File: src/sv/ole_pkg.sv
// Shared constants, types and codes of the ordered list engine.
// Used by every module of the block and by its checker; depends on nothing.
package ole_pkg;

   localparam int CAPACITY   = 128;
   localparam int ELEM_WIDTH = 8;

   // Port field widths, fixed by the interface
   localparam int TYPE_W   = 2;
   localparam int POS_W    = 8;
   localparam int VAL_W    = 8;
   localparam int STATUS_W = 2;

   localparam int IDX_W   = (CAPACITY > 1) ? $clog2(CAPACITY) : 1;
   localparam int CNT_W   = $clog2(CAPACITY + 1);
   localparam int CMP_W   = ((CNT_W > POS_W) ? CNT_W : POS_W) + 1;

   // Match/select reduction tree: groups of GROUP cells, then across groups
   localparam int GROUP   = 16;
   localparam int GRP_W   = $clog2(GROUP);
   localparam int NGROUPS = (CAPACITY + GROUP - 1) / GROUP;
   localparam int NG_W    = (NGROUPS > 1) ? $clog2(NGROUPS) : 1;
   localparam int PADDED  = NGROUPS * GROUP;
   localparam int HPOS_W  = NG_W + GRP_W + 1;

   typedef logic [ELEM_WIDTH-1:0] elem_type;

   typedef enum logic [TYPE_W-1:0] {
      REQ_INSERT = 2'd0,
      REQ_DELETE = 2'd1,
      REQ_GET    = 2'd2,
      REQ_LOCATE = 2'd3
   } req_kind_type;

   typedef enum logic [STATUS_W-1:0] {
      STATUS_OK      = 2'd0,
      STATUS_BAD_POS = 2'd1,
      STATUS_FULL    = 2'd2,
      STATUS_MISS    = 2'd3
   } status_type;

   // Broadcast from the controller to every cell
   typedef struct packed {
      logic                 capture;
      logic                 shift_up;
      logic                 shift_down;
      logic [IDX_W-1:0]     pos_idx;
      elem_type             key;
      logic [CNT_W-1:0]     count;
   } cell_ctrl_type;

   // Registered summary of one group of cells
   typedef struct packed {
      logic                 any_hit;
      logic [GRP_W-1:0]     first_hit;
      elem_type             sel_data;
   } grp_result_type;

endpackage

File: src/sv/ole_cell.sv
// One storage cell of the ordered list: holds one element, shifts with its
// neighbors and flags a key match or a position select. Depends on ole_pkg.
module ole_cell (
   input  logic                      clock,
   input  ole_pkg::cell_ctrl_type    ctrl,
   input  logic [ole_pkg::IDX_W-1:0] cell_index,
   input  ole_pkg::elem_type         left_data,
   input  ole_pkg::elem_type         right_data,
   output ole_pkg::elem_type         data,
   output logic                      hit,
   output logic                      sel
);

   ole_pkg::elem_type data_ff, data_in;
   logic              hit_ff, hit_in;
   logic              sel_ff, sel_in;

   always_comb begin
      data_in = data_ff;
      if (ctrl.shift_up) begin
         if (cell_index == ctrl.pos_idx) begin
            data_in = ctrl.key;
         end else if (cell_index > ctrl.pos_idx) begin
            data_in = left_data;
         end
      end else if (ctrl.shift_down && (cell_index >= ctrl.pos_idx)) begin
         data_in = right_data;
      end
   end

   always_comb begin
      hit_in = hit_ff;
      sel_in = sel_ff;
      if (ctrl.capture) begin
         // only occupied cells may match
         hit_in = (data_ff == ctrl.key) &&
                  (ole_pkg::CNT_W'(cell_index) < ctrl.count);
         sel_in = (cell_index == ctrl.pos_idx);
      end
   end

   always_ff @(posedge clock) begin
      data_ff <= data_in;
      hit_ff  <= hit_in;
      sel_ff  <= sel_in;
   end

   assign data = data_ff;
   assign hit  = hit_ff;
   assign sel  = sel_ff;

endmodule

File: src/sv/ole_group.sv
// Registered reduction over one group of cells: first matching cell and the
// data of the selected cell. Depends on ole_pkg.
module ole_group (
   input  logic                                              clock,
   input  logic                                              enable,
   input  logic [ole_pkg::GROUP-1:0]                         hits,
   input  logic [ole_pkg::GROUP-1:0]                         sels,
   input  logic [ole_pkg::GROUP-1:0][ole_pkg::ELEM_WIDTH-1:0] grp_data,
   output ole_pkg::grp_result_type                           result
);

   ole_pkg::grp_result_type result_ff, result_in, summary;

   always_comb begin
      summary = '0;
      // scan downward so the lowest matching cell wins
      for (int i = ole_pkg::GROUP - 1; i >= 0; i--) begin
         if (hits[i]) begin
            summary.any_hit   = 1'b1;
            summary.first_hit = ole_pkg::GRP_W'(i);
         end
      end
      for (int i = 0; i < ole_pkg::GROUP; i++) begin
         summary.sel_data = summary.sel_data | (grp_data[i] & {ole_pkg::ELEM_WIDTH{sels[i]}});
      end
   end

   always_comb begin
      result_in = enable ? summary : result_ff;
   end

   always_ff @(posedge clock) begin
      result_ff <= result_in;
   end

   assign result = result_ff;

endmodule

File: src/sv/ordered_list_engine.sv
// Top level of the ordered list engine: request decode, cell row, group
// reduction, result register. Depends on ole_pkg, ole_cell and ole_group.
//
// Usage:
//   The block keeps an ordered list of up to CAPACITY elements at 1-based
//   positions. A request carries req_type (insert, delete, get, locate),
//   req_position and req_element_value; it is taken at a clock edge where
//   req_valid is high and req_stall is low. Each request gives exactly one
//   response on the rsp_ channel: status, value_out, found_position and the
//   list length and empty flag after the request.
//   Timing: one request is in work at a time. After acceptance the cells
//   compare in parallel (ST_CMP), the group tree reduces 16 cells per
//   group (ST_GRP), and the final state ST_DONE resolves across groups,
//   shifts the cell row and loads the response register as it is left.
//   No new request is taken until the sequencer is back in ST_IDLE.
//   A stalled response holds in its register while the block already takes
//   the next request; that request waits in its final cycle until the
//   response register frees up.
//   Reset (synchronous, active high) empties the list and drops any
//   pending response. Element storage is not cleared: entries beyond the
//   length are never read.
module ordered_list_engine (
   input  logic                         clock,
   input  logic                         reset,
   input  logic                         req_valid,
   output logic                         req_stall,
   input  logic [ole_pkg::TYPE_W-1:0]   req_type,
   input  logic [ole_pkg::POS_W-1:0]    req_position,
   input  logic [ole_pkg::VAL_W-1:0]    req_element_value,
   output logic                         rsp_valid,
   input  logic                         rsp_stall,
   output logic [ole_pkg::STATUS_W-1:0] rsp_status,
   output logic [ole_pkg::VAL_W-1:0]    rsp_value_out,
   output logic [ole_pkg::POS_W-1:0]    rsp_found_position,
   output logic [ole_pkg::POS_W-1:0]    rsp_list_length,
   output logic                         rsp_list_empty
);

   typedef enum logic [3:0] {
      ST_IDLE = 4'b0001,
      ST_CMP  = 4'b0010,
      ST_GRP  = 4'b0100,
      ST_DONE = 4'b1000
   } state_type;

   state_type state_ff, state_in;

   // Request held for the duration of its work
   ole_pkg::req_kind_type         kind_ff, kind_in;
   ole_pkg::status_type           status_ff, status_in;
   logic [ole_pkg::IDX_W-1:0]     pos_idx_ff, pos_idx_in;
   ole_pkg::elem_type             key_ff, key_in;

   logic [ole_pkg::CNT_W-1:0]     count_ff, count_in;

   // Response register
   logic                          rsp_valid_ff, rsp_valid_in;
   ole_pkg::status_type           rsp_status_ff, rsp_status_in;
   logic [ole_pkg::VAL_W-1:0]     rsp_value_ff, rsp_value_in;
   logic [ole_pkg::POS_W-1:0]     rsp_found_ff, rsp_found_in;
   logic [ole_pkg::POS_W-1:0]     rsp_length_ff, rsp_length_in;
   logic                          rsp_empty_ff, rsp_empty_in;

   logic                          accept;
   logic                          finish;
   ole_pkg::cell_ctrl_type        ctrl;

   logic [ole_pkg::PADDED-1:0]                         hit_vec;
   logic [ole_pkg::PADDED-1:0]                         sel_vec;
   logic [ole_pkg::PADDED-1:0][ole_pkg::ELEM_WIDTH-1:0] cell_data;
   ole_pkg::grp_result_type                            grp_res [ole_pkg::NGROUPS];

   ole_pkg::req_kind_type         new_kind;
   logic [ole_pkg::CMP_W-1:0]     pos_wide;
   logic [ole_pkg::CMP_W-1:0]     cnt_wide;

   logic                          any_hit;
   logic [ole_pkg::NG_W-1:0]      hit_grp;
   logic [ole_pkg::GRP_W-1:0]     hit_local;
   logic [ole_pkg::HPOS_W-1:0]    hit_pos;
   ole_pkg::elem_type             sel_data;
   logic                          req_ok;
   logic [ole_pkg::CNT_W-1:0]     next_count;

   assign accept = req_valid && !req_stall;
   // Leave the final cycle only when the response register can take the result
   assign finish = (state_ff == ST_DONE) && (!rsp_valid_ff || !rsp_stall);
   assign req_stall = (state_ff != ST_IDLE);

   // ---------------- request decode ----------------
   always_comb begin
      new_kind = ole_pkg::req_kind_type'(req_type);
      pos_wide = ole_pkg::CMP_W'(req_position);
      cnt_wide = ole_pkg::CMP_W'(count_ff);
      status_in = status_ff;
      kind_in   = kind_ff;
      pos_idx_in = pos_idx_ff;
      key_in    = key_ff;
      if (accept) begin
         kind_in    = new_kind;
         // position is 1-based; only meaningful when the request checks out
         pos_idx_in = ole_pkg::IDX_W'(pos_wide - ole_pkg::CMP_W'(1));
         key_in     = ole_pkg::ELEM_WIDTH'(req_element_value);
         unique case (new_kind) inside
            ole_pkg::REQ_INSERT: begin
               if ((pos_wide == '0) || (pos_wide > cnt_wide + ole_pkg::CMP_W'(1))) begin
                  status_in = ole_pkg::STATUS_BAD_POS;
               end else if (cnt_wide == ole_pkg::CMP_W'(ole_pkg::CAPACITY)) begin
                  status_in = ole_pkg::STATUS_FULL;
               end else begin
                  status_in = ole_pkg::STATUS_OK;
               end
            end
            ole_pkg::REQ_DELETE, ole_pkg::REQ_GET: begin
               if (cnt_wide == '0) begin
                  status_in = ole_pkg::STATUS_MISS;
               end else if ((pos_wide == '0) || (pos_wide > cnt_wide)) begin
                  status_in = ole_pkg::STATUS_BAD_POS;
               end else begin
                  status_in = ole_pkg::STATUS_OK;
               end
            end
            ole_pkg::REQ_LOCATE: begin
               // decided once the cell row has been searched
               status_in = ole_pkg::STATUS_MISS;
            end
            default: begin
               status_in = ole_pkg::STATUS_MISS;
            end
         endcase
      end
   end

   // ---------------- sequencer ----------------
   always_comb begin
      state_in = state_ff;
      unique case (state_ff)
         ST_IDLE: begin
            if (accept) begin
               state_in = ST_CMP;
            end
         end
         ST_CMP: begin
            state_in = ST_GRP;
         end
         ST_GRP: begin
            state_in = ST_DONE;
         end
         ST_DONE: begin
            if (finish) begin
               state_in = ST_IDLE;
            end
         end
         default: begin
            state_in = ST_IDLE;
         end
      endcase
   end

   // ---------------- cell row ----------------
   assign req_ok = (status_ff == ole_pkg::STATUS_OK);

   always_comb begin
      ctrl.capture    = (state_ff == ST_CMP);
      ctrl.shift_up   = finish && req_ok && (kind_ff == ole_pkg::REQ_INSERT);
      ctrl.shift_down = finish && req_ok && (kind_ff == ole_pkg::REQ_DELETE);
      ctrl.pos_idx    = pos_idx_ff;
      ctrl.key        = key_ff;
      ctrl.count      = count_ff;
   end

   for (genvar i = 0; i < ole_pkg::PADDED; i++) begin : g_cell
      if (i < ole_pkg::CAPACITY) begin : g_real
         ole_pkg::elem_type left_d, right_d, data_d;
         logic              hit_d, sel_d;

         if (i == 0) begin : g_first
            assign left_d = key_ff;
         end else begin : g_inner_l
            assign left_d = cell_data[i-1];
         end
         if (i == ole_pkg::CAPACITY - 1) begin : g_last
            assign right_d = data_d;
         end else begin : g_inner_r
            assign right_d = cell_data[i+1];
         end

         ole_cell u_cell (
            .clock      (clock),
            .ctrl       (ctrl),
            .cell_index (ole_pkg::IDX_W'(i)),
            .left_data  (left_d),
            .right_data (right_d),
            .data       (data_d),
            .hit        (hit_d),
            .sel        (sel_d)
         );

         assign cell_data[i] = data_d;
         assign hit_vec[i]   = hit_d;
         assign sel_vec[i]   = sel_d;
      end else begin : g_pad
         assign cell_data[i] = '0;
         assign hit_vec[i]   = 1'b0;
         assign sel_vec[i]   = 1'b0;
      end
   end

   // ---------------- group reduction ----------------
   for (genvar g = 0; g < ole_pkg::NGROUPS; g++) begin : g_grp
      ole_group u_group (
         .clock    (clock),
         .enable   (state_ff == ST_GRP),
         .hits     (hit_vec[g*ole_pkg::GROUP +: ole_pkg::GROUP]),
         .sels     (sel_vec[g*ole_pkg::GROUP +: ole_pkg::GROUP]),
         .grp_data (cell_data[g*ole_pkg::GROUP +: ole_pkg::GROUP]),
         .result   (grp_res[g])
      );
   end

   // Resolve across groups: lowest group with a match wins
   always_comb begin
      any_hit   = 1'b0;
      hit_grp   = '0;
      hit_local = '0;
      sel_data  = '0;
      for (int g = ole_pkg::NGROUPS - 1; g >= 0; g--) begin
         if (grp_res[g].any_hit) begin
            any_hit   = 1'b1;
            hit_grp   = ole_pkg::NG_W'(g);
            hit_local = grp_res[g].first_hit;
         end
      end
      for (int g = 0; g < ole_pkg::NGROUPS; g++) begin
         sel_data = sel_data | grp_res[g].sel_data;
      end
      hit_pos = {1'b0, hit_grp, hit_local} + ole_pkg::HPOS_W'(1);
   end

   // ---------------- length and response ----------------
   always_comb begin
      next_count = count_ff;
      if (req_ok && (kind_ff == ole_pkg::REQ_INSERT)) begin
         next_count = count_ff + ole_pkg::CNT_W'(1);
      end else if (req_ok && (kind_ff == ole_pkg::REQ_DELETE)) begin
         next_count = count_ff - ole_pkg::CNT_W'(1);
      end
   end

   always_comb begin
      count_in      = count_ff;
      rsp_valid_in  = rsp_valid_ff;
      rsp_status_in = rsp_status_ff;
      rsp_value_in  = rsp_value_ff;
      rsp_found_in  = rsp_found_ff;
      rsp_length_in = rsp_length_ff;
      rsp_empty_in  = rsp_empty_ff;
      // drop a delivered response
      if (rsp_valid_ff && !rsp_stall) begin
         rsp_valid_in = 1'b0;
      end
      if (finish) begin
         count_in      = next_count;
         rsp_valid_in  = 1'b1;
         rsp_value_in  = '0;
         rsp_found_in  = '0;
         rsp_status_in = status_ff;
         if (kind_ff == ole_pkg::REQ_LOCATE) begin
            if (any_hit) begin
               rsp_status_in = ole_pkg::STATUS_OK;
               rsp_found_in  = ole_pkg::POS_W'(hit_pos);
            end else begin
               rsp_status_in = ole_pkg::STATUS_MISS;
            end
         end else if (req_ok && ((kind_ff == ole_pkg::REQ_DELETE) ||
                                 (kind_ff == ole_pkg::REQ_GET))) begin
            rsp_value_in = ole_pkg::VAL_W'(sel_data);
         end
         rsp_length_in = ole_pkg::POS_W'(next_count);
         rsp_empty_in  = (next_count == '0);
      end
   end

   always_ff @(posedge clock) begin
      if (reset) begin
         state_ff     <= ST_IDLE;
         count_ff     <= '0;
         rsp_valid_ff <= 1'b0;
      end else begin
         state_ff     <= state_in;
         count_ff     <= count_in;
         rsp_valid_ff <= rsp_valid_in;
      end
   end

   always_ff @(posedge clock) begin
      kind_ff       <= kind_in;
      status_ff     <= status_in;
      pos_idx_ff    <= pos_idx_in;
      key_ff        <= key_in;
      rsp_status_ff <= rsp_status_in;
      rsp_value_ff  <= rsp_value_in;
      rsp_found_ff  <= rsp_found_in;
      rsp_length_ff <= rsp_length_in;
      rsp_empty_ff  <= rsp_empty_in;
   end

   assign rsp_valid          = rsp_valid_ff;
   assign rsp_status         = rsp_status_ff;
   assign rsp_value_out      = rsp_value_ff;
   assign rsp_found_position = rsp_found_ff;
   assign rsp_list_length    = rsp_length_ff;
   assign rsp_list_empty     = rsp_empty_ff;

endmodule

File: config.mk
export PLATFORM = sky130hd
export DESIGN_NAME = ordered_list_engine
export DESIGN_NICKNAME = d
export VERILOG_FILES = /design/src/sv/ole_pkg.sv /design/src/sv/ole_cell.sv /design/src/sv/ole_group.sv /design/src/sv/ordered_list_engine.sv
export SDC_FILE = /design/constraint.sdc
export NUM_CORES = 2
export LEC_CHECK = 0
export ABC_CLOCK_PERIOD_IN_PS = 79300
export BUFFER_PORTS_ARGS = -buffer_cell sky130_fd_sc_hd__buf_2
export CAP_MARGIN = 20
export CORE_MARGIN = 3
export CORE_UTILIZATION = 40
export DETAILED_ROUTE_END_ITERATION = 8
export GPL_ROUTABILITY_DRIVEN = 0
export SLEW_MARGIN = 0
export SYNTH_ARGS = -nofsm -noshare
export SYNTH_HDL_FRONTEND = slang
export SYNTH_SLANG_ARGS = --single-unit
File: constraint.sdc
create_clock -name clock -period 79.3 [get_ports clock]
set_input_delay 15.86 -clock clock [delete_from_list [all_inputs] [get_ports clock]]
set_output_delay 15.86 -clock clock [all_outputs]
set_load 0.005 [all_outputs]
==> key figures <==
Logic synthesis
  • Sequential-to-total area share from yosys stat: 0.4901
  • Largest cells by area after synthesis: edfxtp_1 (49%), mux2i_1 (11%), xnor2_1 (6.5%), a21oi_1 (6.5%), nor2_1 (4.9%)
  • Register bit total from synthesis: 1443
  • Dominant cell type by area after synthesis: edfxtp_1
  • Post-Syn Area: 88150 um2
  • Mean Syn Cell Area: 10.60 um2
  • Yosys top cell area share: 0.4872
  • Syn Nets: 8363
  • Yosys cell types: 79
  • Post-synth top flop: edfxtp_1
  • Post-synth EDFFs: 1430
  • Mapped Cells: 8313
  • Post-synth ARST share: 0
  • Synthesis Warnings: 0

Die
  • Die X: 475.4 um
  • Die height: 475.4 um
  • Core area: 218200 um2
  • Die area: 226000 um2
  • Rows: 171
  • IO Pins: 51
  • Initial Utilization: 0.4039

Critical path
  • Most frequent cell on the critical path: buf_4
  • CP top delay family: buffers and inverters
  • Reg2Reg Capture Point: g_cell[0].g_real.u_cell.data[5]
  • Worst reg2reg path startpoint: state_ff[0]
  • Type of destination of the critical path: flop
  • Critical Path Source Type: input port
  • WP buf/inv: 5
  • Crit path max fanout: 111
  • Chain of cells forming the critical path: buf_2 > nand2_1 > nand2b_1 > inv_2 > and2_4 > buf_4 > buf_4 > buf_4 > mux2_2
  • Reg2Reg Setup Slack: 73.81 ns
  • CP Class: input port to flop
  • CP max stage delay: 0.96 ns
  • Critical-path top delay cell: buf_4
  • Data arrival time of the critical path: 20.55 ns
  • Reg2Reg Depth: 9
  • Critical path required time: 79.87 ns

Worst hold path
  • Hold EP: rsp_valid
  • Worst Hold Launch: rsp_valid
  • Worst hold path class: flop to flop
  • WHS Path Cells: 2

Clock network
  • Hold_buf cts: 0
  • Worst skew pair latency: 0.83 ns
  • CTS max path bufs: 3
  • CTS H-tree depth: 4
  • Number of CTS-inserted buffers: 163
  • Clk slew on worst S/H paths: 0.06 ns
  • Clock Sink Count: 1443
  • CTS root buf: clkbuf_16
  • TritonCTS clock tree: done
  • Cts repair resizes: 0
  • Post-CTS Setup Repair Bufs: 0

Power
  • Leakage: 35.34 nW
  • PD cells: 18.38 nW/um2
  • Max IR drop VDD: 0.01908 mV

GRT
  • Tot GR Track Use: 0.3183
  • Remaining Overflow, GRT: 0
  • Initial antenna violation count: 34
  • Largest net degree at the start of global routing: 284
  • Vias in the first global route: 67090
  • First-pass GRT wire length: 520200 um

Routing
  • DRC violations left: 8
  • Drt pass-1 iters: 9
  • Via count: 73410
  • Drt initial violations: 13150
  • Final ANT Viol Nets: 0
  • WL/cell: 33.91 um
  • Post-DR vias/cell: 6.684
  • Total wire length: 372500 um

Placed design
  • HPWL Detailed: 256500 um
  • DP Worst Slack: 58.62 ns
  • IO buf count: 50

Layout
  • Nets: 8029
  • Area grow syn2layout: 8.105%
  • FILL cells: 20430
  • Share of post-route cells with drive strength above 1: 0.06770

Timing
  • FMAX: 50.05 MHz
  • Worst hold margin: 0.4981 ns
  • Period minus WS final: 19.98 ns
  • Fin crit share: 0.2520
  • Setup tns final: 0 ns
  • Clock skew: 0.03738 ns
  • RSZ-0062 raised after global routing: no
  • Slew @ Worst Pin: 1.371 ns
  • Fin. max-slew vios: 0
  • Fin. Hold Viols: 0
  • PnR worst setup slack: 59.32 ns
  • Setup violations, final: 0
  • Relative slew slack: 0.08618

Flow run
  • Max Cap Viol: 0

Status
  • Failing checks: DRC
  • Status: finished, violations left
worst register-to-register path, stage by stage (launching register included):
cell      delay, ns
dfxtp_1        0.35
nor2_1         0.16
nand3b_1       0.11
nand2b_1       0.52
inv_2          0.19
and2_4         0.80
buf_4          0.97
buf_4          0.80
buf_4          0.87
mux2_2         0.46
power breakdown:
group | internal [mW] | switching, mW
clock | 0.406 | 0.325
combinational | 0.0522 | 0.128
sequential | 0.834 | 0.00703
total | 1.29 | 0.459
metrics by stage:
step | instance area, um2 | std cells | power, mW | util
5_1_grt | 95220 | 10950 | 1.787 | 0.4363
6_report | 95290 | 10980 | 1.751 | 0.4366
3_5_place_dp | 90230 | 10660 | 1.029 | 0.4134
2_1_floorplan | 88150 | 8313 | 0.9714 | -
4_1_cts | 95100 | 10940 | 1.746 | 0.4358
3_3_place_gp | 90170 | 10650 | 1.026 | 0.4132
cells in the mapped netlist (all sizes together), types with 12 or more instances:
library cell	instances
a21o	13
o2111ai	48
mux2	17
dfxtp	13
a22o	257
o211ai	15
clkbuf	320
a2111oi	25
or2	16
inv	137
a211oi	17
and2	20
and3	15
or3	13
mux2i	987
edfxtp	1430
nand2	214
nor4	144
nand3	42
xnor2	652
nor2	1198
ha	28
xor2	393
buf	385
nor2b	22
nor3b	18
a21oi	1142
a221oi	262
nand4	196
nor3	101
a31oi	36
nand2b	20
nand3b	12
o21ai	28
cell usage in the layout (no fill, tap or decap), types with 24 or more instances in the layout:
cell / instances
edfxtp_1: 1430
nor2_1: 1150
a21oi_1: 1134
mux2i_1: 987
xnor2_1: 652
xor2_1: 393
a221oi_1: 262
a22o_1: 257
nand2_1: 206
nand4_1: 196
clkbuf_16: 168
nor4_1: 142
inv_1: 133
buf_4: 130
nor3_1: 94
buf_2: 52
o2111ai_1: 48
nand3_1: 41
clkbuf_1: 41
diode_2: 36
a31oi_1: 35
clkinv_2: 30
clkinv_1: 29
ha_1: 28
nor2_4: 25
o21ai_0: 24
kinds of logic (layout without fill, tap and decap cells):
family,after synthesis,count (layout),share of synthesized area
compound gates,1900,1900,0.1374
xor+xnor,1045,1045,0.1038
fa+ha+maj,28,28,0.003975
buf+inv,846,627,0.04214
flops,1443,1443,0.4901
mux,1004,1004,0.1143
other cells,0,36,0
simple gates,2047,2047,0.1083
state kept, by name (all words and copies together), names as in the netlist:
signal / count
count_ff: 8
rsp_found_position: 8
rsp_value_out: 8
g_cell.g_real.u_cell.sel: 128
kind_ff: 2
rsp_list_empty: 1
g_cell.g_real.u_cell.hit: 128
state_ff: 4
status_ff: 2
rsp_status: 2
rsp_valid: 1
rsp_list_length: 8
g_cell.g_real.u_cell.data: 1024
pos_idx_ff: 7
g_grp.u_group.result: 104
g_cell.g_real.left_d: 8
cell type report:
class	instances	area, um2	area share
Clock buffer	210	4372	0.04588
Sequential cell	1443	43200	0.4534
Antenna cell	36	90.09	0.0009454
Tap cell	2854	3571	0.03747
Timing Repair Buffer	206	1648	0.01729
Multi-Input combinational cell	6024	41370	0.4342
Inverter	141	534.3	0.005607
Clock inverter	70	503.0	0.005278
how the worst max path moves through the flow:
stage / depth (start not counted) / from / end / slack (ns)
3_3_place_gp: 9 / rsp_stall / g_cell[0].g_real.u_cell.data[4] / 58.67
2_1_floorplan: 1 / state_ff[1] / g_cell[0].g_real.u_cell.hit / 51.01
6_report: 9 / rsp_stall / g_cell[0].g_real.u_cell.data[5] / 59.32
4_1_cts: 9 / rsp_stall / g_cell[0].g_real.u_cell.data[3] / 59.47
5_1_grt: 9 / rsp_stall / g_cell[0].g_real.u_cell.data[5] / 59.09
3_5_place_dp: 9 / rsp_stall / g_cell[0].g_real.u_cell.data[3] / 58.62
metal layers:
metal	GRT usage	routed length, um	up-vias
met2	0.4605	156500	6078
met5	0	96	-
li1	-	-	30180
met1	0.4159	136900	35770
met4	0.1996	28000	16
met3	0.09466	50980	1367
No activity file was read; power rests on OpenSTA's default activity.
